==> src/ladlk_pkg.sv <==
`default_nettype none
package ladlk_pkg;

  localparam int COORD_W     = 24;
  localparam int NORM_W      = 18;
  localparam int OUT_W       = 40;
  localparam int DIFF_W      = COORD_W + 1;
  localparam int SQ_W        = 2 * COORD_W + 1;
  localparam int Q_W         = 2 * COORD_W + 2;
  localparam int Q_EVEN      = Q_W + (Q_W % 2);
  localparam int DOT_W       = DIFF_W + NORM_W;
  localparam int S_W         = DOT_W + 2;
  localparam int NORM_LEVELS = $clog2(Q_EVEN / 2);
  localparam int NORM_SPLIT  = NORM_LEVELS / 2;
  localparam int J_W         = NORM_LEVELS;
  localparam int QN_W        = 62;
  localparam int K_OFF       = (QN_W - Q_EVEN) / 2;
  localparam int SH_W        = 9;
  localparam int SH_MAX      = 92;
  localparam int N_W         = S_W + SH_MAX;
  localparam int R0_W        = N_W - OUT_W;
  localparam int ROOT_W      = 32;
  localparam int RAD_W       = 2 * ROOT_W;
  localparam int REM_W       = ROOT_W + 2;
  localparam int SQRT_STEPS  = 4;
  localparam int SQRT_STAGES = ROOT_W / SQRT_STEPS;
  localparam int HI_W        = 32;
  localparam int P_W         = 63;
  localparam int PHI_W       = 31;
  localparam int PI_W        = 32;
  localparam int DEN_W       = 63;
  localparam int DIV_STEPS   = 4;
  localparam int DIV_STAGES  = OUT_W / DIV_STEPS;

  // 4*pi in Q28.
  localparam logic [PI_W-1:0] FOUR_PI_Q28 = 32'd3373259426;

  typedef struct packed {
    logic [S_W-1:0]         mag;
    logic                   neg;
    logic                   singular;
    logic signed [SH_W-1:0] sh;
    logic [HI_W-1:0]        qhi;
  } side_t;

  typedef struct packed {
    logic [RAD_W-1:0]  x;
    logic [ROOT_W-1:0] root;
    logic [REM_W-1:0]  rem;
  } sqrt_t;

  typedef struct packed {
    logic [DEN_W-1:0] rem;
    logic [OUT_W-1:0] lo;
    logic [OUT_W-1:0] quo;
    logic [DEN_W-1:0] den;
    logic             neg;
    logic             singular;
    logic             ovf;
  } div_t;

  // One restoring square-root digit.
  function automatic sqrt_t sqrt_iter(input sqrt_t s);
    sqrt_t o;
    logic [REM_W-1:0] rem2;
    logic [REM_W-1:0] trial;
    logic ge;
    rem2   = {s.rem[REM_W-3:0], s.x[RAD_W-1 -: 2]};
    trial  = {s.root, 2'b01};
    ge     = (rem2 >= trial);
    o.x    = s.x << 2;
    o.root = {s.root[ROOT_W-2:0], ge};
    o.rem  = ge ? (rem2 - trial) : rem2;
    return o;
  endfunction

  // One restoring division bit.
  function automatic div_t div_iter(input div_t s);
    div_t o;
    logic [DEN_W:0] rem2;
    logic [DEN_W:0] diff;
    logic ge;
    rem2  = {s.rem, s.lo[OUT_W-1]};
    diff  = rem2 - {1'b0, s.den};
    ge    = (rem2 >= {1'b0, s.den});
    o     = s;
    o.rem = ge ? diff[DEN_W-1:0] : rem2[DEN_W-1:0];
    o.lo  = s.lo << 1;
    o.quo = {s.quo[OUT_W-2:0], ge};
    return o;
  endfunction

endpackage
`default_nettype wire

==> src/ladlk_sqrt_step.sv <==
`default_nettype none
module ladlk_sqrt_step (
  input  logic             clk,
  input  logic             rst,
  input  logic             en,
  input  logic             in_valid,
  input  ladlk_pkg::sqrt_t in_s,
  input  ladlk_pkg::side_t in_side,
  output logic             out_valid,
  output ladlk_pkg::sqrt_t out_s,
  output ladlk_pkg::side_t out_side
);

  ladlk_pkg::sqrt_t s_next;

  always_comb begin
    s_next = in_s;
    for (int i = 0; i < ladlk_pkg::SQRT_STEPS; i++) begin
      s_next = ladlk_pkg::sqrt_iter(s_next);
    end
  end

  always_ff @(posedge clk) begin
    if (rst) begin
      out_valid <= 1'b0;
    end else if (en) begin
      out_valid <= in_valid;
    end
  end

  always_ff @(posedge clk) begin
    if (en) begin
      out_s    <= s_next;
      out_side <= in_side;
    end
  end

endmodule
`default_nettype wire

==> config.mk <==
export PLATFORM = sky130hd
export DESIGN_NAME = ladlk_sqrt_step
export DESIGN_NICKNAME = d
export VERILOG_FILES = /design/src/ladlk_pkg.sv /design/src/ladlk_sqrt_step.sv
export SDC_FILE = /design/constraint.sdc
export NUM_CORES = 1
export LEC_CHECK = 0
export ABC_AREA = 1
export BUFFER_PORTS_ARGS = -buffer_cell sky130_fd_sc_hd__buf_2
export CAP_MARGIN = 10
export CORE_ASPECT_RATIO = 2
export CORE_MARGIN = 8
export CORE_UTILIZATION = 30
export CTS_CLUSTER_DIAMETER = 50
export CTS_CLUSTER_SIZE = 28
export DETAILED_ROUTE_END_ITERATION = 12
export GPL_TIMING_DRIVEN = 0
export PLACE_DENSITY_LB_ADDON = 0.3
export SYNTH_ARGS = -nofsm -noshare
export SYNTH_HDL_FRONTEND = slang
export SYNTH_SLANG_ARGS = --single-unit
export TNS_END_PERCENT = 50
==> constraint.sdc <==
create_clock -name clk -period 27.7 [get_ports clk]
set_input_delay 6.925 -clock clk [delete_from_list [all_inputs] [get_ports clk]]
set_output_delay 6.925 -clock clk [all_outputs]
set_load 0.05 [all_outputs]
==> results.toml, run 1 <==
[outcome]
outcome = "finished, final reports clean"

[timing]
maxSlewViolCount = 0
setup_slack_ns = 8.50
rsz0062_at_grt = "no"
finalCritPeriodShare_pct = 69.3
fin_skew_ns = 0
maxSlewHeadroom_pct = 29.9
worstMarginPinSlew_ns = 1.05
clock.fmax_mhz = 52.1
post-route-min-period_ns = 19.20
setup-tns-final_ns = 0
whs_ns = 0.507
setup_viol = 0
finalHoldViolations = 0

[final_layout]
finalInstanceArea_mm2 = 0.0190
fillCellCount = 5277
fin_nets = 2639
drive_gt1_share_pct = 22.9
syn_to_final_growth_pct = 25.7

[placement]
port_buffers = 430
place_ws_ns = 8.02
gp_congestion = 0.995
placed_area_mm2 = 0.0182
dp_hpwl_um = 62700

[die]
fp.dieArea_mm2 = 0.0583
io_pins = 441
die_h_um = 334
core_mm2 = 0.0499
core.rowCount = 116
die_w_um = 175
start_util_pct = 30.3

[power]
power_mw = 2.34
max-vdd-ir-drop_uv = 72.1
power_per_cell_area_mw_per_mm2 = 123
leakagePower_nw = 8.72

[synth]
yosysWarnings = 0
synthesis.area_mm2 = 0.0151
seq_area_frac_synth_pct = 41.8
synth_top_area_share_pct = 41.7
synth_ff_type = "edfxtp_1"
synthTopCellsByCount = "nand2_1 (418), edfxtp_1 (210), a21oi_1 (193), inv_1 (188), nor2_1 (156)"
syn_inst = 1819
synth-edff-count = 210
async_flop_share_pct = 0
ys_seq_elements = 211
yosys.area.top_type = "edfxtp_1"
synth_cell_type_count = 54
avgSynthCellArea_um2 = 8.32
synth_area_leaders = "edfxtp_1 (42%), ha_1 (11%), nand2_1 (10%)"
yosysMostFrequentCell = "nand2_1"

[clock_tree]
numCtsBuffers = 21
cts.repair.resized = 0
post_cts_buffers = 0
worstSkewPairLatency_ns = 0.54
clkTransAtPathRegs_ns = 0.08
postCtsHoldBufs = 0
cts_sinks = 211
cts_tree = "built"
htree_levels = 1
cts_buffer_depth = 3
cts-root-buf = "clkbuf_16"

[worst_setup_path]
rr_startpoint = "out_valid"
cpLargestDelayFamily = "compound AO/OA/AOI/OAI gates"
startpoint = "in_s[38]"
cp.required_ns = 28.03
worstPathBufferInverterCount = 11
r2r_cells = 2
crit_end = "out_s[15]"
worstReg2RegEnd = "out_valid"
ff2ff_setup_slack_ns = 27.11
arrival_ns = 19.52
start_kind = "input pin"
slowest_stage = "nor4_1"
crit_cells = 56
criticalPathCategory = "in2reg"
cpPeakStageDelay_ns = 0.65
endpoint_kind = "flip-flop"
cp_max_fo = 10

[detailed_routing]
drt-total-wl_um = 72000
dr.first_iter.drc_count = 921
wl_met1_um = 24000
via_per_inst = 5.09
wl_per_cell_um = 24.4
first_pass_iters = 6
wl_met3_um = 4850
vias = 15000
route.met2.wl_um = 37900
final_antenna_net_count = 0
routed.top_layer = "met4"
drc = 0

[grt]
antenna_found_initial = 3
grt_usage_pct = 23.8
grt_pass1_wl_um = 101000
grt_overflow = 0
grt_start_max_net_pins = 130
grt_pass1_vias = 15600

[worst_hold_path]
worstHoldStart = "out_valid"
min_path_type = "reg2reg"

[job]
maxCapViolations = 0
==> flip-flops by register name (all words and copies together) (netlist names) <==
name	cells
out_s	122
out_side	88
out_valid	1
==> worst reg2reg max path, stage by stage (launching register included) <==
cell	delay (ns)
dfxtp_1	0.31
mux2i_1	0.13
nor2_1	0.05
==> layout make-up <==
class	instances	area (µm²)	share of cell area, %
diodes	2	5.00	0.0263
plain buffers	33	175	0.921
clock buffers	21	526	2.76
clock inverters	16	320	1.68
inverters	198	743	3.91
multi-input cells	1384	7910	41.6
flip-flops and latches	211	6330	33.3
well taps	649	812	4.27
repair buffers	432	2200	11.6
==> metal layers <==
layer,GRT usage [%],vias up
li1,-,7208
met1,22.6,6938
met2,45.4,668
met3,4.60,172
met4,15.6,0
met5,0,-
==> how the worst min path moves through the flow <==
stage                           end  cells after the start
after floorplan           out_valid                      2
after global placement    out_valid                      2
after detailed placement  out_valid                      2
after CTS                 out_valid                      2
after global routing      out_valid                      2
final                     out_valid                      2
==> metrics by stage <==
step / std cells / utilization [%]
detailed placement: 2906 / 36.4
finish: 2946 / 38.1
floorplan: 1826 / -
global route: 2944 / 38.1
global placement: 2905 / 36.3
CTS: 2943 / 38.1
==> cells in the final DEF (no fill, tap or decap), types with 14 or more instances in the layout <==
cell       instances
clkbuf_16         21
clkbuf_1          16
nor2_1           156
xnor2_1           53
nand3_1           69
buf_2            434
xor2_1            45
o21ai_0          142
ha_1             136
a21oi_1          193
inv_1            188
edfxtp_1         210
nand2_1          418
o21ai_1           26
nor3_1            18
nand4_1           14
==> where the power goes <==
group | internal, mW | switching [mW] | leakage (nW)
registers | 0.438 | 0.0184 | 2.06
clock network | 0.163 | 0.169 | 0.399
logic | 0.444 | 1.11 | 6.26
==> logic make-up (layout without fill, tap and decap cells) <==
logic type | after synthesis | after routing | share of synthesized area (%)
simple gates | 723 | 723 | 20.2
compound gates | 418 | 418 | 14.9
buf+inv | 231 | 700 | 6.07
flops | 211 | 211 | 41.8
fa+ha+maj | 136 | 136 | 11.2
xor+xnor | 98 | 98 | 5.67
other cells | 1 | 10 | 0.0248
mux | 1 | 1 | 0.0662
(Power assumes the default switching activity.)
==> inputs of run 2 (changes only) <==
--- a/config.mk
+++ b/config.mk
@@ -5,7 +5,7 @@
 export SDC_FILE = /design/constraint.sdc
 export NUM_CORES = 1
 export LEC_CHECK = 0
-export ABC_AREA = 1
+export ABC_AREA = 0
 export BUFFER_PORTS_ARGS = -buffer_cell sky130_fd_sc_hd__buf_2
 export CAP_MARGIN = 10
 export CORE_ASPECT_RATIO = 2
==> constraint.sdc (replaced) <==
create_clock -name clk -period 19.32 [get_ports clk]
set_input_delay 4.83 -clock clk [delete_from_list [all_inputs] [get_ports clk]]
set_output_delay 4.83 -clock clk [all_outputs]
set_load 0.05 [all_outputs]
==> run 2 against run 1 <==
Against the previous run: combinational power up 32%; via count down 5.8%; sequential share of layout area about the same; count of clock-buffer cells in the layout down 1; final area about the same; synthesized cell count down 15%; highest routed layer is now met5.
==> results.toml, run 2 <==
[timing]
finalCritPeriodShare_pct = 96.3
setup-tns-final_ns = 0
worstMarginPinSlew_ns = 1.28
setup_slack_ns = 0.707
fin_skew_ns = 0
maxSlewViolCount = 0
setup_viol = 0
whs_ns = 0.503
rsz0062_at_grt = "no"
post-route-min-period_ns = 18.61
clock.fmax_mhz = 53.7
finalHoldViolations = 0
maxSlewHeadroom_pct = 12.5

[die]
io_pins = 441
core_mm2 = 0.0501
die_w_um = 175
die_h_um = 334
fp.dieArea_mm2 = 0.0586
core.rowCount = 116
start_util_pct = 30.4

[synth]
synthSimpleGateAreaFrac_pct = 13.5
seq_area_frac_synth_pct = 41.6
synthTopCellsByCount = "edfxtp_1 (210), nand2_1 (152), a21oi_1 (140), ha_1 (136), nor2_1 (95)"
synth-edff-count = 210
yosysMostFrequentCell = "edfxtp_1"
avgSynthCellArea_um2 = 9.88
ys_seq_elements = 211
syn_inst = 1539
synthAdderAreaFrac_pct = 11.2
synth_ff_type = "edfxtp_1"
synth_xor_area_share_pct = 6.28
yosysWarnings = 0
async_flop_share_pct = 0
synth_cell_type_count = 83
synth_compound_area_share_pct = 20.5
synth_mux_area_share_pct = 2.93
synth_area_leaders = "edfxtp_1 (41%), ha_1 (11%), a21oi_1 (4.6%)"
synth_top_area_share_pct = 41.5
synth_top_family_by_area = "compound AO/OA/AOI/OAI gates"
yosys.area.top_type = "edfxtp_1"
synthesis.area_mm2 = 0.0152

[clock_tree]
numCtsBuffers = 19
cts_tree = "built"
clkTransAtPathRegs_ns = 0.10
cts_buffer_depth = 3
postCtsHoldBufs = 0
cts-root-buf = "clkbuf_16"
htree_levels = 1
worstSkewPairLatency_ns = 0.53
cts_sinks = 211

[detailed_routing]
final_antenna_net_count = 0
drt-total-wl_um = 65600
via_per_inst = 5.30
first_pass_iters = 5
dr.first_iter.drc_count = 886
drc = 0
vias = 14100
wl_per_cell_um = 24.6

[worst_setup_path]
cp_max_fo = 10
criticalPathCategory = "in2reg"
endpoint_kind = "flip-flop"
crit_top_cell = "a21o_1"
arrival_ns = 18.91
start_kind = "input pin"
rr_startpoint = "out_valid"
startpoint = "in_s[34]"
slowest_stage = "a2111oi_0"
cp.required_ns = 19.62
cpPeakStageDelay_ns = 0.72

[power]
power_mw = 3.10
leakagePower_nw = 8.44
power_per_cell_area_mw_per_mm2 = 163
max-vdd-ir-drop_uv = 101

[grt]
grt_start_max_net_pins = 110
grt_pass1_vias = 14500
antenna_found_initial = 7
grt_pass1_wl_um = 93200
grt_usage_pct = 21.4
grt_overflow = 0

[final_layout]
top_register = "out_s"
top_regs = "out_s: 122 flops, out_side: 88 flops, out_valid: 1 flops"
layout_commonest_cell = "buf_2"
utilization_pct = 38.0
layout.cells.non_filler = 2663
fin_nets = 2358
drive_gt1_share_pct = 28.1
syn_to_final_growth_pct = 25.1
largest_reg_flops = 122
finalInstanceArea_mm2 = 0.0190
final_cell_mix = "buf_2 (433), edfxtp_1 (210), nand2_1 (151)"

[placement]
placed_area_mm2 = 0.0182
port_buffers = 430
gp_congestion = 0.956
dp_hpwl_um = 56100
dpl.cell_count = 2626
place_ws_ns = -1.96

[worst_hold_path]
worstHoldStart = "out_valid"
min_path_type = "reg2reg"

[outcome]
outcome = "finished, final reports clean"

[job]
maxCapViolations = 0
[run 2: cell count changes after synthesis, moves of 16 or more]
cell      change
nand2_1     -266
inv_1       -108
a21o_1       +68
o21ai_0      -64
nor2_1       -61
a21oi_1      -53
nand3_1      -46
mux2_2       +32
xnor2_1      +26
clkbuf_1     +24
o21bai_1     +23
o31ai_1      +17
o21a_1       +16
[run 2: kinds of logic after synthesis]
family,count (synthesis)
AND/OR/NAND/NOR,422
multiplexers,40
buffers and inverters,142
adder cells (fa/ha/maj),136
other,1
XOR/XNOR,109
AO/OA/AOI/OAI,478
flip-flops,211
[run 2: area by class of cell]
type / count / area, µm²
repair buffers: 433 / 2200
plain buffers: 59 / 315
flip-flops and latches: 211 / 6330
clock inverters: 13 / 216
well taps: 649 / 812
inverters: 83 / 314
clock buffers: 20 / 479
diodes: 2 / 5.00
fillers: 5043 / 31000
multi-input cells: 1193 / 8350
[run 2: what timing repair did]
| action | in CTS | in global routing |
|---|---|---|
| resized for setup | 19 | 13 |
| pin swaps | 0 | 1 |
| setup buffers | 0 | 2 |
| endpoints found under the setup margin | 35 | 35 |
[run 2: report_power, final]
| group | internal (mW) | leakage, nW | switching [mW] | total [mW] |
|---|---|---|---|---|
| clock | 0.202 | 0.327 | 0.205 | 0.407 |
| sequential | 0.619 | 2.06 | 0.0226 | 0.642 |
| combinational | 0.702 | 6.05 | 1.35 | 2.05 |
| total | 1.52 | 8.44 | 1.57 | 3.10 |
[run 2: path summary, 6_finish.rpt]
check	end	slack [ns]	cells after the start
setup reg to reg	out_valid	18.73	2
hold / removal	out_valid	0.50	2
setup / recovery	out_s[32]	0.71	54
hold reg to reg	out_valid	0.50	2
[run 2: critical path: cells and delay by family]
kind | cells | cell delay, ns
multiplexers | 1 | 0.27
XOR/XNOR | 2 | 0.23
AND/OR/NAND/NOR | 12 | 2.85
AO/OA/AOI/OAI | 28 | 7.50
adder cells (fa/ha/maj) | 4 | 1.19
buffers and inverters | 7 | 2.00
[run 2: per-layer routing]
| layer | part of all wire [%] | vias to the layer above | routed length (µm) | global-route usage, % |
|---|---|---|---|---|
| met2 | 53 | 632 | 35100 | 42.0 |
| met3 | 6.9 | 165 | 4540 | 4.13 |
| met4 | 6.6 | 4 | 4340 | 12.7 |
| met5 | 0.029 | - | 19 | 0 |
| li1 | - | 6662 | - | - |
| met1 | 33 | 6654 | 21600 | 19.8 |
