==> config.mk <==
export PLATFORM = sky130hd
export DESIGN_NAME = ladlk_norm
export DESIGN_NICKNAME = d
export VERILOG_FILES = /design/src/ladlk_pkg.sv /design/src/ladlk_norm.sv
export SDC_FILE = /design/constraint.sdc
export NUM_CORES = 1
export LEC_CHECK = 0
export BUFFER_PORTS_ARGS = -buffer_cell sky130_fd_sc_hd__clkbuf_2
export CAP_MARGIN = 20
export CELL_PAD_IN_SITES_DETAIL_PLACEMENT = 1
export CELL_PAD_IN_SITES_GLOBAL_PLACEMENT = 1
export CORE_UTILIZATION = 37
export CTS_CLUSTER_DIAMETER = 80
export DETAILED_ROUTE_END_ITERATION = 8
export MAX_ROUTING_LAYER = met4
export PLACE_DENSITY = 0.77
export SLEW_MARGIN = 10
export SYNTH_ARGS = -nofsm -noshare
export SYNTH_HDL_FRONTEND = slang
export SYNTH_SLANG_ARGS = --single-unit
==> constraint.sdc <==
create_clock -name clk -period 3 [get_ports clk]
set_clock_uncertainty 0.05 [all_clocks]
set_input_delay 0.15 -clock clk [delete_from_list [all_inputs] [get_ports clk]]
set_output_delay 0.15 -clock clk [all_outputs]
set_load 0.01 [all_outputs]
==> src/ladlk_pkg.sv <==
`default_nettype none
package ladlk_pkg;

  localparam int COORD_W     = 24;
  localparam int NORM_W      = 18;
  localparam int OUT_W       = 40;
  localparam int DIFF_W      = COORD_W + 1;
  localparam int SQ_W        = 2 * COORD_W + 1;
  localparam int Q_W         = 2 * COORD_W + 2;
  localparam int Q_EVEN      = Q_W + (Q_W % 2);
  localparam int DOT_W       = DIFF_W + NORM_W;
  localparam int S_W         = DOT_W + 2;
  localparam int NORM_LEVELS = $clog2(Q_EVEN / 2);
  localparam int NORM_SPLIT  = NORM_LEVELS / 2;
  localparam int J_W         = NORM_LEVELS;
  localparam int QN_W        = 62;
  localparam int K_OFF       = (QN_W - Q_EVEN) / 2;
  localparam int SH_W        = 9;
  localparam int SH_MAX      = 92;
  localparam int N_W         = S_W + SH_MAX;
  localparam int R0_W        = N_W - OUT_W;
  localparam int ROOT_W      = 32;
  localparam int RAD_W       = 2 * ROOT_W;
  localparam int REM_W       = ROOT_W + 2;
  localparam int SQRT_STEPS  = 4;
  localparam int SQRT_STAGES = ROOT_W / SQRT_STEPS;
  localparam int HI_W        = 32;
  localparam int P_W         = 63;
  localparam int PHI_W       = 31;
  localparam int PI_W        = 32;
  localparam int DEN_W       = 63;
  localparam int DIV_STEPS   = 4;
  localparam int DIV_STAGES  = OUT_W / DIV_STEPS;

  // 4*pi in Q28.
  localparam logic [PI_W-1:0] FOUR_PI_Q28 = 32'd3373259426;

  typedef struct packed {
    logic [S_W-1:0]         mag;
    logic                   neg;
    logic                   singular;
    logic signed [SH_W-1:0] sh;
    logic [HI_W-1:0]        qhi;
  } side_t;

  typedef struct packed {
    logic [RAD_W-1:0]  x;
    logic [ROOT_W-1:0] root;
    logic [REM_W-1:0]  rem;
  } sqrt_t;

  typedef struct packed {
    logic [DEN_W-1:0] rem;
    logic [OUT_W-1:0] lo;
    logic [OUT_W-1:0] quo;
    logic [DEN_W-1:0] den;
    logic             neg;
    logic             singular;
    logic             ovf;
  } div_t;

  // One restoring square-root digit.
  function automatic sqrt_t sqrt_iter(input sqrt_t s);
    sqrt_t o;
    logic [REM_W-1:0] rem2;
    logic [REM_W-1:0] trial;
    logic ge;
    rem2   = {s.rem[REM_W-3:0], s.x[RAD_W-1 -: 2]};
    trial  = {s.root, 2'b01};
    ge     = (rem2 >= trial);
    o.x    = s.x << 2;
    o.root = {s.root[ROOT_W-2:0], ge};
    o.rem  = ge ? (rem2 - trial) : rem2;
    return o;
  endfunction

  // One restoring division bit.
  function automatic div_t div_iter(input div_t s);
    div_t o;
    logic [DEN_W:0] rem2;
    logic [DEN_W:0] diff;
    logic ge;
    rem2  = {s.rem, s.lo[OUT_W-1]};
    diff  = rem2 - {1'b0, s.den};
    ge    = (rem2 >= {1'b0, s.den});
    o     = s;
    o.rem = ge ? diff[DEN_W-1:0] : rem2[DEN_W-1:0];
    o.lo  = s.lo << 1;
    o.quo = {s.quo[OUT_W-2:0], ge};
    return o;
  endfunction

endpackage
`default_nettype wire

==> src/ladlk_norm.sv <==
`default_nettype none
module ladlk_norm (
  input  logic                             clk,
  input  logic                             rst,
  input  logic                             en,
  input  logic                             in_valid,
  input  logic [ladlk_pkg::Q_W-1:0]        q,
  input  logic signed [ladlk_pkg::S_W-1:0] s,
  output logic                             out_valid,
  output ladlk_pkg::side_t                 side,
  output ladlk_pkg::sqrt_t                 init
);

  logic [ladlk_pkg::Q_EVEN-1:0]      xa_next, xa, xb;
  logic [ladlk_pkg::J_W-1:0]         ja_next, ja, jb;
  logic [ladlk_pkg::S_W-1:0]         mag;
  logic                              neg, singular, va;
  logic [ladlk_pkg::Q_EVEN+ladlk_pkg::QN_W-1:0] wide;
  logic [ladlk_pkg::QN_W-1:0]        qn;
  logic signed [ladlk_pkg::SH_W-1:0] kk, sh;

  // Leading-zero search in pairs of bits, upper levels in the first stage.
  always_comb begin
    xa_next = ladlk_pkg::Q_EVEN'(q);
    ja_next = '0;
    for (int l = ladlk_pkg::NORM_LEVELS - 1; l >= ladlk_pkg::NORM_SPLIT; l--) begin
      if ((xa_next >> (ladlk_pkg::Q_EVEN - (2 << l))) == '0) begin
        xa_next = xa_next << (2 << l);
        ja_next = ja_next | (ladlk_pkg::J_W'(1) << l);
      end
    end
  end

  always_ff @(posedge clk) begin
    if (rst) begin
      va <= 1'b0;
    end else if (en) begin
      va <= in_valid;
    end
  end

  always_ff @(posedge clk) begin
    if (en) begin
      xa       <= xa_next;
      ja       <= ja_next;
      neg      <= (s > 0);
      mag      <= s[ladlk_pkg::S_W-1] ? ladlk_pkg::S_W'(-s) : ladlk_pkg::S_W'(s);
      singular <= (q == '0);
    end
  end

  always_comb begin
    xb = xa;
    jb = ja;
    for (int l = ladlk_pkg::NORM_SPLIT - 1; l >= 0; l--) begin
      if ((xb >> (ladlk_pkg::Q_EVEN - (2 << l))) == '0) begin
        xb = xb << (2 << l);
        jb = jb | (ladlk_pkg::J_W'(1) << l);
      end
    end
    wide = {xb, {ladlk_pkg::QN_W{1'b0}}};
    qn   = wide[ladlk_pkg::Q_EVEN+ladlk_pkg::QN_W-1 -: ladlk_pkg::QN_W];
    kk   = $signed(ladlk_pkg::SH_W'(jb)) + ladlk_pkg::SH_W'(ladlk_pkg::K_OFF);
    sh   = kk + kk + kk + ladlk_pkg::SH_W'(2);
  end

  always_ff @(posedge clk) begin
    if (rst) begin
      out_valid <= 1'b0;
    end else if (en) begin
      out_valid <= va;
    end
  end

  always_ff @(posedge clk) begin
    if (en) begin
      side.mag      <= mag;
      side.neg      <= neg;
      side.singular <= singular;
      side.sh       <= sh;
      side.qhi      <= qn[ladlk_pkg::QN_W-1 -: ladlk_pkg::HI_W];
      init.x        <= ladlk_pkg::RAD_W'(qn);
      init.root     <= '0;
      init.rem      <= '0;
    end
  end

endmodule
`default_nettype wire

==> qor.yml, run 1 <==
cts_tree: "yes"
design_area_sq_um: 13000
fp-row-count: 61
clockPowerShare_pct: 37.0
min_path_type: "input port to flop"
post_drt_wl_per_cell_um: 19.8
maxSlewHeadroom_pct: 37.7
path_cells: "dlygate4sd3_1 -> clkbuf_2 -> inv_1 -> ha_1 -> or3b_2 -> or2_2 -> or4_1 -> o41ai_2 -> xnor2_1"
yosys_warnings: 0
yosys.area.top_type: "edfxtp_1"
path_buf_inv: 3
core-area_sq_um: 27800
seqPwrFrac_pct: 48.6
grt_antenna_before_repair: 4
cp-start-kind: "input port"
postPlaceCellArea_sq_um: 11700
rsz0062_at_grt: "no"
drive_above_1_share_pct: 29.7
crit_type: "input port to flop"
switching_share_pct: 25.4
drv_cap: 0
power_frac_comb_pct: 14.4
nets: 1175
grt_pass1_wl_um: 42700
max_freq_mhz: 349
tightestPinTransition_ps: 934
synth_edf_count: 205
p_int_uw: 5570
slowest_delay_ps: 650
cts-root-buf: "clkbuf_16"
clk_pin_slew_ps: 60
numPortBuffers: 236
p_per_area_nw_per_um2: 573
synth_area_sq_um: 10500
io_pins: 318
path_max_fanout: 6
wirelength_um: 28800
clk_path_buf_depth: 3
p_leak_uw: 0.00534
min_period_ps: 2870
dieArea_sq_um: 29000
die_w_um: 170
area_growth_pct: 24.4
ant_nets: 0
clock_latency_ps: 510
dp_hpwl_um: 20200
dr.pass1.iters: 4
die_h_um: 170
syn_inst: 781
ys_types: 55
synth.avg_cell_area_sq_um: 13.4
grt_pass1_vias: 7415
hold_viol: 0
slew_viol_final: 0
critPathCaptureType: "flop"
fin_crit_sh_pct: 95.6
crit_path_top_delay_cell: "or4_1"
htreeDepth: 1
power_switching_uw: 1900
synth_top_area_share_pct: 58.8
vias: 7238
gr-usage-all-layers_pct: 19.9
power_uw: 7470
cp.arrival_ps: 3070
async_flop_share_pct: 0
ys_ff_latch: 207
critPathTopFamily: "simple AND/OR/NAND/NOR gates"
cts_sinks: 207
ys_seq_area_share_pct: 59.1
synth_area_leaders: "edfxtp_1 59%, buf_4 8.2%, mux2i_1 8.0%"
place_congestion: 0.903
cts_buffers: 25
status: "completed"
viasPerCell: 4.96
post-route-drc-count: 0
grt_overflow: 0
ys.flop_type: "edfxtp_1"
peakVddDrop_mv: 0.507
start_util_pct: 37.7
drt_iter0_markers: 435
setup_viol: 0
finalSetupTns_ps: 0
cp.required_ps: 3200
grt_max_degree: 79
[registers in the layout, summed over array words and instances (netlist names)]
name / cells
init: 18
ja: 3
mag: 45
neg: 1
out_valid: 1
side: 87
singular: 1
va: 1
xa: 50
[logic make-up after synthesis]
| kind of cell | after synthesis | synth area share, % |
|---|---|---|
| buf+inv | 162 | 10.2 |
| other cells | 1 | 0.0358 |
| flops | 207 | 59.1 |
| simple gates | 116 | 6.14 |
| mux | 100 | 10.1 |
| fa+ha+maj | 12 | 1.51 |
| compound gates | 135 | 8.85 |
| xor+xnor | 48 | 4.01 |
[synth_stat cells, types with 8 or more instances]
cell type,instances
edfxtp_1,205
buf_4,115
mux2i_1,84
xnor2_1,46
a21oi_1,36
nand2_1,27
o21ai_0,22
nor2_1,21
clkbuf_1,15
inv_1,15
o31ai_1,15
or4_1,15
a22o_1,12
ha_1,11
nor4_1,10
and2_1,8
and3_1,8
[placed cells by master, fill, tap and decap left out, types with 8 or more instances in the layout]
cell type      count
clkbuf_2         235
edfxtp_1         205
mux2i_1           84
conb_1            81
dlygate4sd3_1     62
xnor2_1           46
a21oi_1           36
nand2_1           26
clkbuf_16         25
o21ai_0           22
nor2_1            21
buf_4             20
inv_1             15
o31ai_1           15
or4_1             14
a22o_1            12
ha_1              11
nor4_1            10
and3_1             8
and2_1             8
[per-layer routing]
| layer | vias to the layer above | track usage [%] | part of all wire [%] | routed length, um |
|---|---|---|---|---|
| li1 | 3334 | - | - | - |
| met5 | - | - | 0 | 0 |
| met1 | 3553 | 21.4 | 38 | 10900 |
| met2 | 290 | 35.3 | 52 | 14900 |
| met3 | 61 | 5.56 | 7.7 | 2220 |
| met4 | 0 | 6.23 | 3.0 | 858 |
[worst reg2reg max path, cell delays in order (launching register included)]
cell and delay [ps]:
edfxtp_1 400, or4_4 570, ha_1 230, xnor2_1 230, ha_1 310, fa_2 380
a21o_1 160, a21oi_1 160, xnor2_1 80
[power groups by stage]
stage	combinational (uW)	sequential [uW]	clock, uW
3_3_place_gp	975	3670	0
5_1_grt	1170	3660	2940
6_report	1080	3630	2770
4_1_cts	1070	3640	2840
2_1_floorplan	578	3730	0
3_5_place_dp	999	3690	0
[final cells by class]
type | count | area [sq um]
inverters | 17 | 66.3
flip-flops and latches | 207 | 6200
clock inverters | 10 | 86.3
clock buffers | 30 | 644
well taps | 378 | 473
multi-input cells | 492 | 3540
fillers | 2996 | 14700
repair buffers | 321 | 2020
diodes | 4 | 10.0
[final timing paths]
path,start,to,slack (ps),cells after the start
setup / recovery,s[0],mag[24],130,9
hold / removal,q[1],singular,10,2
setup reg to reg,xa[46],side[38],180,8
hold reg to reg,mag[18],side[61],370,0
[per-stage QoR]
stage               utilization (%)  cells  hold slack, ps  worst slack, ps
detailed placement             42.0   1352             281             99.6
global placement               42.0   1352             276              144
global route                   46.9   1459            18.2             55.9
CTS                            46.8   1454            1.06             90.6
finish                         46.9   1459            11.9              131
floorplan                         -    861             172             21.1
[timing repair]
action,4_1_cts,5_1_grt
hold endpoints to repair,63,0
buffers inserted,0,1
gates resized for setup,0,1
setup endpoints to repair,0,5
hold buffers,62,0
(Power assumes the default switching activity.)
==> run 2: changes to the inputs <==
--- a/config.mk
+++ b/config.mk
@@ -5,13 +5,15 @@
 export SDC_FILE = /design/constraint.sdc
 export NUM_CORES = 1
 export LEC_CHECK = 0
-export BUFFER_PORTS_ARGS = -buffer_cell sky130_fd_sc_hd__clkbuf_2
 export CAP_MARGIN = 20
 export CELL_PAD_IN_SITES_DETAIL_PLACEMENT = 1
 export CELL_PAD_IN_SITES_GLOBAL_PLACEMENT = 1
-export CORE_UTILIZATION = 37
+export CORE_MARGIN = 3
+export CORE_UTILIZATION = 46
 export CTS_CLUSTER_DIAMETER = 80
 export DETAILED_ROUTE_END_ITERATION = 8
+export DONT_BUFFER_PORTS = 1
+export GPL_TIMING_DRIVEN = 1
 export MAX_ROUTING_LAYER = met4
 export PLACE_DENSITY = 0.77
 export SLEW_MARGIN = 10
==> run 2 against run 1 <==
  * The flow now finishes with violations (hold timing)
  * Clock power is 5% lower
  * Non-clock buffer count is 172 lower
  * Cell count is 19% lower
  * Utilization is 9.0 points higher
  * Clock-buffer cell count is 1 higher
  * Register-to-register slack worse by 130 ps
  * Global-route usage is 4.4 points higher
  * Die area is 15% lower
  * Worst hold slack worse by 290 ps
==> qor.yml, run 2 (synthesized netlist as in run 1, its figures left out) <==
min_path_type: "input port to flop"
dr.pass1.iters: 5  # +1
fp-row-count: 54  # -11%
peakVddDrop_mv: 0.359  # -29%
wirelength_um: 30200  # +4.7%
crit_type: "flop to flop"
p_leak_uw: 0.00462  # -13%
path_buf_inv: 0  # -3
dieArea_sq_um: 24600  # -15%
path_max_fanout: 3  # -3
placed_cells_incl_taps: 1011  # -25%
grt_antenna_before_repair: 0  # -4
layout_commonest_cell: "edfxtp_1"
ant_nets: 0  # unchanged
holdBufCountCts: 129  # +110%
viasPerCell: 5.74  # +16%
vias: 6825  # -5.7%
design_area_sq_um: 12400  # -5.1%
drv_cap: 0  # unchanged
cts_buffers: 24  # -4.0%
hold_viol: 205  # +205
cp.arrival_ps: 3160  # +90 ps
max_freq_mhz: 339  # -2.7%
critPathCaptureType: "flop"
gr-usage-all-layers_pct: 24.3  # +4.4 points
power_uw: 7190  # -3.8%
grt_max_degree: 208  # +160%
slew_viol_final: 0  # unchanged
htreeDepth: 1  # unchanged
num-fill-cells: 2148  # -28%
clock_latency_ps: 520  # about the same
post-route-drc-count: 0  # unchanged
grt_pass1_vias: 7374  # -0.55%
numPortBuffers: 0  # -100%
setup_viol: 0  # unchanged
core-area_sq_um: 22100  # -20%
io_pins: 318  # unchanged
post_drt_wl_per_cell_um: 25.4  # +29%
cts-root-buf: "clkbuf_16"
status: "finished with violations"
crit_path_top_delay_cell: "or4_4"
critPathTopFamily: "adder cells"
die_w_um: 157  # -7.8%
mostFrequentLayoutCells: "205 x edfxtp_1, 128 x dlygate4sd3_1, 84 x mux2i_1"
regMostFlops: "side"
drive_above_1_share_pct: 9.25  # -20 points
cp.required_ps: 3220  # +20 ps
area_growth_pct: 18.0
grt_overflow: 0  # unchanged
start_util_pct: 47.4  # +9.7 points
cts_sinks: 207  # unchanged
cts_tree: "yes"
postPlaceCellArea_sq_um: 10300  # -12%
p_per_area_nw_per_um2: 581  # +1.4%
fin_ws_ps: 50.9  # -80.4 ps
clk_path_buf_depth: 3  # unchanged
slowest_delay_ps: 600  # -50 ps
maxSlewHeadroom_pct: 51.6  # +14 points
largest_register_ffs: 87  # unchanged
hold_slack_ps: -281  # -293 ps
cpMostUsedCell: "ha_1"
clk_pin_slew_ps: 60  # about the same
path_cells: "or4_4 -> ha_1 -> xnor2_2 -> ha_1 -> fa_2 -> a21o_1 -> a21oi_2 -> xnor2_1"
violations: "hold timing"
top_regs: "side: 87 flops, xa: 50 flops, mag: 45 flops"
tightestPinTransition_ps: 726  # -208 ps
min_period_ps: 2950  # +80.4 ps
die_h_um: 157  # -7.8%
n_antenna_cell: 0  # -4
nets: 1002  # -15%
utilization_pct: 56.0  # +9.0 points
place_congestion: 0.844  # -6.6%
fin_crit_sh_pct: 98.3  # +2.7 points
drt_iter0_markers: 615  # +41%
cp-start-kind: "flop"
dp_slack_ps: -126  # -226 ps
fin_cells: 1188  # -19%
dp_hpwl_um: 18100  # -10%
grt_pass1_wl_um: 44600  # +4.4%
-- run 2: area by class of cell --
type / count / area (sq um) / area share [%]
clock inverter: 12 / 62.6 / 0.506
tap: 280 / 350 / 2.83
clock buffer: 31 / 648 / 5.24
timing repair buffer: 149 / 1460 / 11.8
inverter: 17 / 66.3 / 0.536
sequential: 207 / 6200 / 50.1
multi-input combinational: 492 / 3580 / 28.9
-- run 2: worst paths after layout --
path	start	end	slack, ps	depth (start not counted)
max reg2reg	xa[48]	side[38]	50	8
max	xa[48]	side[38]	50	8
min reg2reg	mag[27]	side[70]	370	0
min	en	side[79]	-280	0
-- run 2: timing repair --
action | in CTS | in global routing
hold endpoints to repair | 302 | 205
gates resized for setup | 3 | 3
endpoints found under the setup margin | 3 | 3
pin swaps | 1 | 2
setup buffers | 1 | 4
-- run 2: where the power goes --
| part | total, uW | switching (uW) | internal, uW | leakage, uW |
|---|---|---|---|---|
| combinational | 782 | 403 | 380 | 0.00226 |
| sequential | 3760 | 232 | 3530 | 0.00202 |
| clock | 2640 | 1120 | 1520 | 0.000340 |
-- run 2: layer usage --
metal / part of all wire [%] / wire [um] / track usage, %
met5: 0 / 0 / -
met4: 3.4 / 1020 / 8.13
met3: 9.3 / 2810 / 7.45
met2: 53 / 16200 / 43.3
met1: 34 / 10200 / 25.5
-- run 2: worst register-to-register path, delay by kind of cell (launching register included) --
kind,cells,cell delay (ps)
adders and majority gates,3,1030
and+or+nand+nor,1,600
DFF,1,430
AOI/OAI and AO/OA,2,330
xor gates and xnor gates,2,260
-- run 2: metrics by stage --
stage	setup TNS, ps	hold WS (ps)
floorplan	0	172
global placement	0	174
detailed placement	-240	175
CTS	0	-301
global route	-46.9	-311
finish	0	-281
==> run 3: changes to the inputs <==
--- a/config.mk
+++ b/config.mk
@@ -16,6 +16,7 @@
 export GPL_TIMING_DRIVEN = 1
 export MAX_ROUTING_LAYER = met4
 export PLACE_DENSITY = 0.77
+export RECOVER_POWER = 50
 export SLEW_MARGIN = 10
 export SYNTH_ARGS = -nofsm -noshare
 export SYNTH_HDL_FRONTEND = slang
==> run 3 against run 2 <==
  * The flow still finishes with violations (hold timing)
  * Worst hold slack about the same
  * Die area stayed put
  * Largest power group unchanged
  * Highest routed layer unchanged
  * Register-to-register slack about the same
  * Critical path type unchanged
==> qor.yml, run 3 (synthesized netlist as in run 1, its figures left out) <==
critPathCaptureType: "flop"
grt_overflow: 0  # unchanged
dr.pass1.iters: 5  # unchanged
cts_buffers: 24  # unchanged
tightestPinTransition_ps: 723  # -3.20 ps
reg2reg_from: "xa[48]"
fin_ws_ps: 57.2  # +6.31 ps
holdBufCountCts: 129  # unchanged
grt_antenna_before_repair: 0  # unchanged
setup_viol: 0  # unchanged
post-route-drc-count: 0  # unchanged
crit_type: "flop to flop"
dp_hpwl_um: 18100  # unchanged
top_regs: "side: 87 flops, xa: 50 flops, mag: 45 flops"
vias: 6846  # +0.31%
drt_iter0_markers: 575  # -6.5%
clk_pin_slew_ps: 60  # about the same
die_h_um: 157  # unchanged
core-area_sq_um: 22100  # unchanged
largest_register_ffs: 87  # unchanged
htreeDepth: 1  # unchanged
clk_path_buf_depth: 3  # unchanged
path_max_fanout: 3  # unchanged
start_util_pct: 47.4  # unchanged
grt_pass1_vias: 7374  # unchanged
wirelength_um: 30300  # +0.17%
drv_cap: 0  # unchanged
io_pins: 318  # unchanged
n_antenna_cell: 0  # unchanged
cp-start-kind: "flop"
drive_above_1_share_pct: 9.03  # -0.22 points
post_drt_wl_per_cell_um: 25.5  # +0.17%
grt_pass1_wl_um: 44600  # unchanged
peakVddDrop_mv: 0.358  # -0.19%
clock_latency_ps: 520  # about the same
maxSlewHeadroom_pct: 51.8  # +0.21 points
dp_slack_ps: -126  # unchanged
cts-root-buf: "clkbuf_16"
status: "finished with violations"
min_path_type: "input port to flop"
max_freq_mhz: 340  # +0.21%
layout_commonest_cell: "edfxtp_1"
crit_start: "xa[48]"
fin_crit_sh_pct: 98.1  # -0.21 points
area_growth_pct: 18.0  # about the same
dieArea_sq_um: 24600  # unchanged
cp.arrival_ps: 3160  # about the same
place_congestion: 0.844  # unchanged
numPortBuffers: 0  # unchanged
cts_tree: "yes"
cts_sinks: 207  # unchanged
cp.required_ps: 3220  # about the same
ant_nets: 0  # unchanged
viasPerCell: 5.76  # +0.31%
hold_viol: 205  # unchanged
violations: "hold timing"
die_w_um: 157  # unchanged
mostFrequentLayoutCells: "205 x edfxtp_1, 128 x dlygate4sd3_1, 84 x mux2i_1"
worstHoldStart: "en"
hold_slack_ps: -281  # -0.213 ps
p_leak_uw: 0.00461  # -0.13%
regMostFlops: "side"
gr-usage-all-layers_pct: 24.3  # unchanged
p_per_area_nw_per_um2: 581  # about the same
grt_max_degree: 208  # unchanged
nets: 1002  # unchanged
min_period_ps: 2940  # -6.31 ps
slew_viol_final: 0  # unchanged
fp-row-count: 54  # unchanged
run 3: cell count changes in the layout (fill, tap and decap cells not counted), sizes merged:
cell    before  now
buf         21   20
clkbuf      31   32
run 3: metrics by stage:
| stage | TNS [ps] | area (sq um) | util [%] | power, uW | std cells |
|---|---|---|---|---|---|
| after global routing | -46.9 | 12400 | 55.9 | 7440 | 1188 |
| after detailed placement | -240 | 10300 | 46.5 | 4340 | 1011 |
| final | 0 | 12400 | 55.9 | 7180 | 1188 |
| after CTS | 0 | 12300 | 55.7 | 7180 | 1184 |
| after floorplan | 0 | 10800 | - | 4310 | 861 |
| after global placement | 0 | 10300 | 46.5 | 4300 | 1011 |
run 3: path summary, 6_finish.rpt:
check | end | slack [ps] | depth (start not counted)
worst max-delay path | side[38] | 60 | 8
worst min-delay path | side[79] | -280 | 0
worst max register to register | side[38] | 60 | 8
worst min register to register | side[70] | 370 | 0
run 3: worst max-delay path, stage by stage, from the launching register on:
cell      delay [ps]
edfxtp_1         430
or4_4            600
ha_1             260
xnor2_2          170
ha_1             360
fa_2             400
a21o_1           180
a21oi_2          150
xnor2_1           90
run 3: power breakdown:
group | leakage (uW) | internal (uW) | switching, uW
Clock | 0.000340 | 1520 | 1120
Sequential | 0.00202 | 3530 | 232
Combinational | 0.00225 | 380 | 402
Total | 0.00461 | 5430 | 1750
run 3: timing repair:
item,in CTS,in global routing
setup buffers,1,4
setup endpoints to repair,3,3
hold endpoints to repair,302,205
pin swaps,1,2
gates resized for setup,3,3
run 3: cell type report:
class / instances / area (sq um)
clock buffers: 31 / 648
clock inverters: 12 / 62.6
fillers: 2149 / 9740
inverters: 17 / 66.3
multi-input cells: 492 / 3570
flip-flops and latches: 207 / 6200
well taps: 280 / 350
repair buffers: 149 / 1460
run 3: routing by layer:
layer  global-route usage [%]  wire length [um]  up-vias
met5                        -                 0        -
met4                     8.13               998        0
met3                     7.45              2970       82
met2                     43.3             16100      409
met1                     25.5             10100     3371
li1                         -                 -     2984
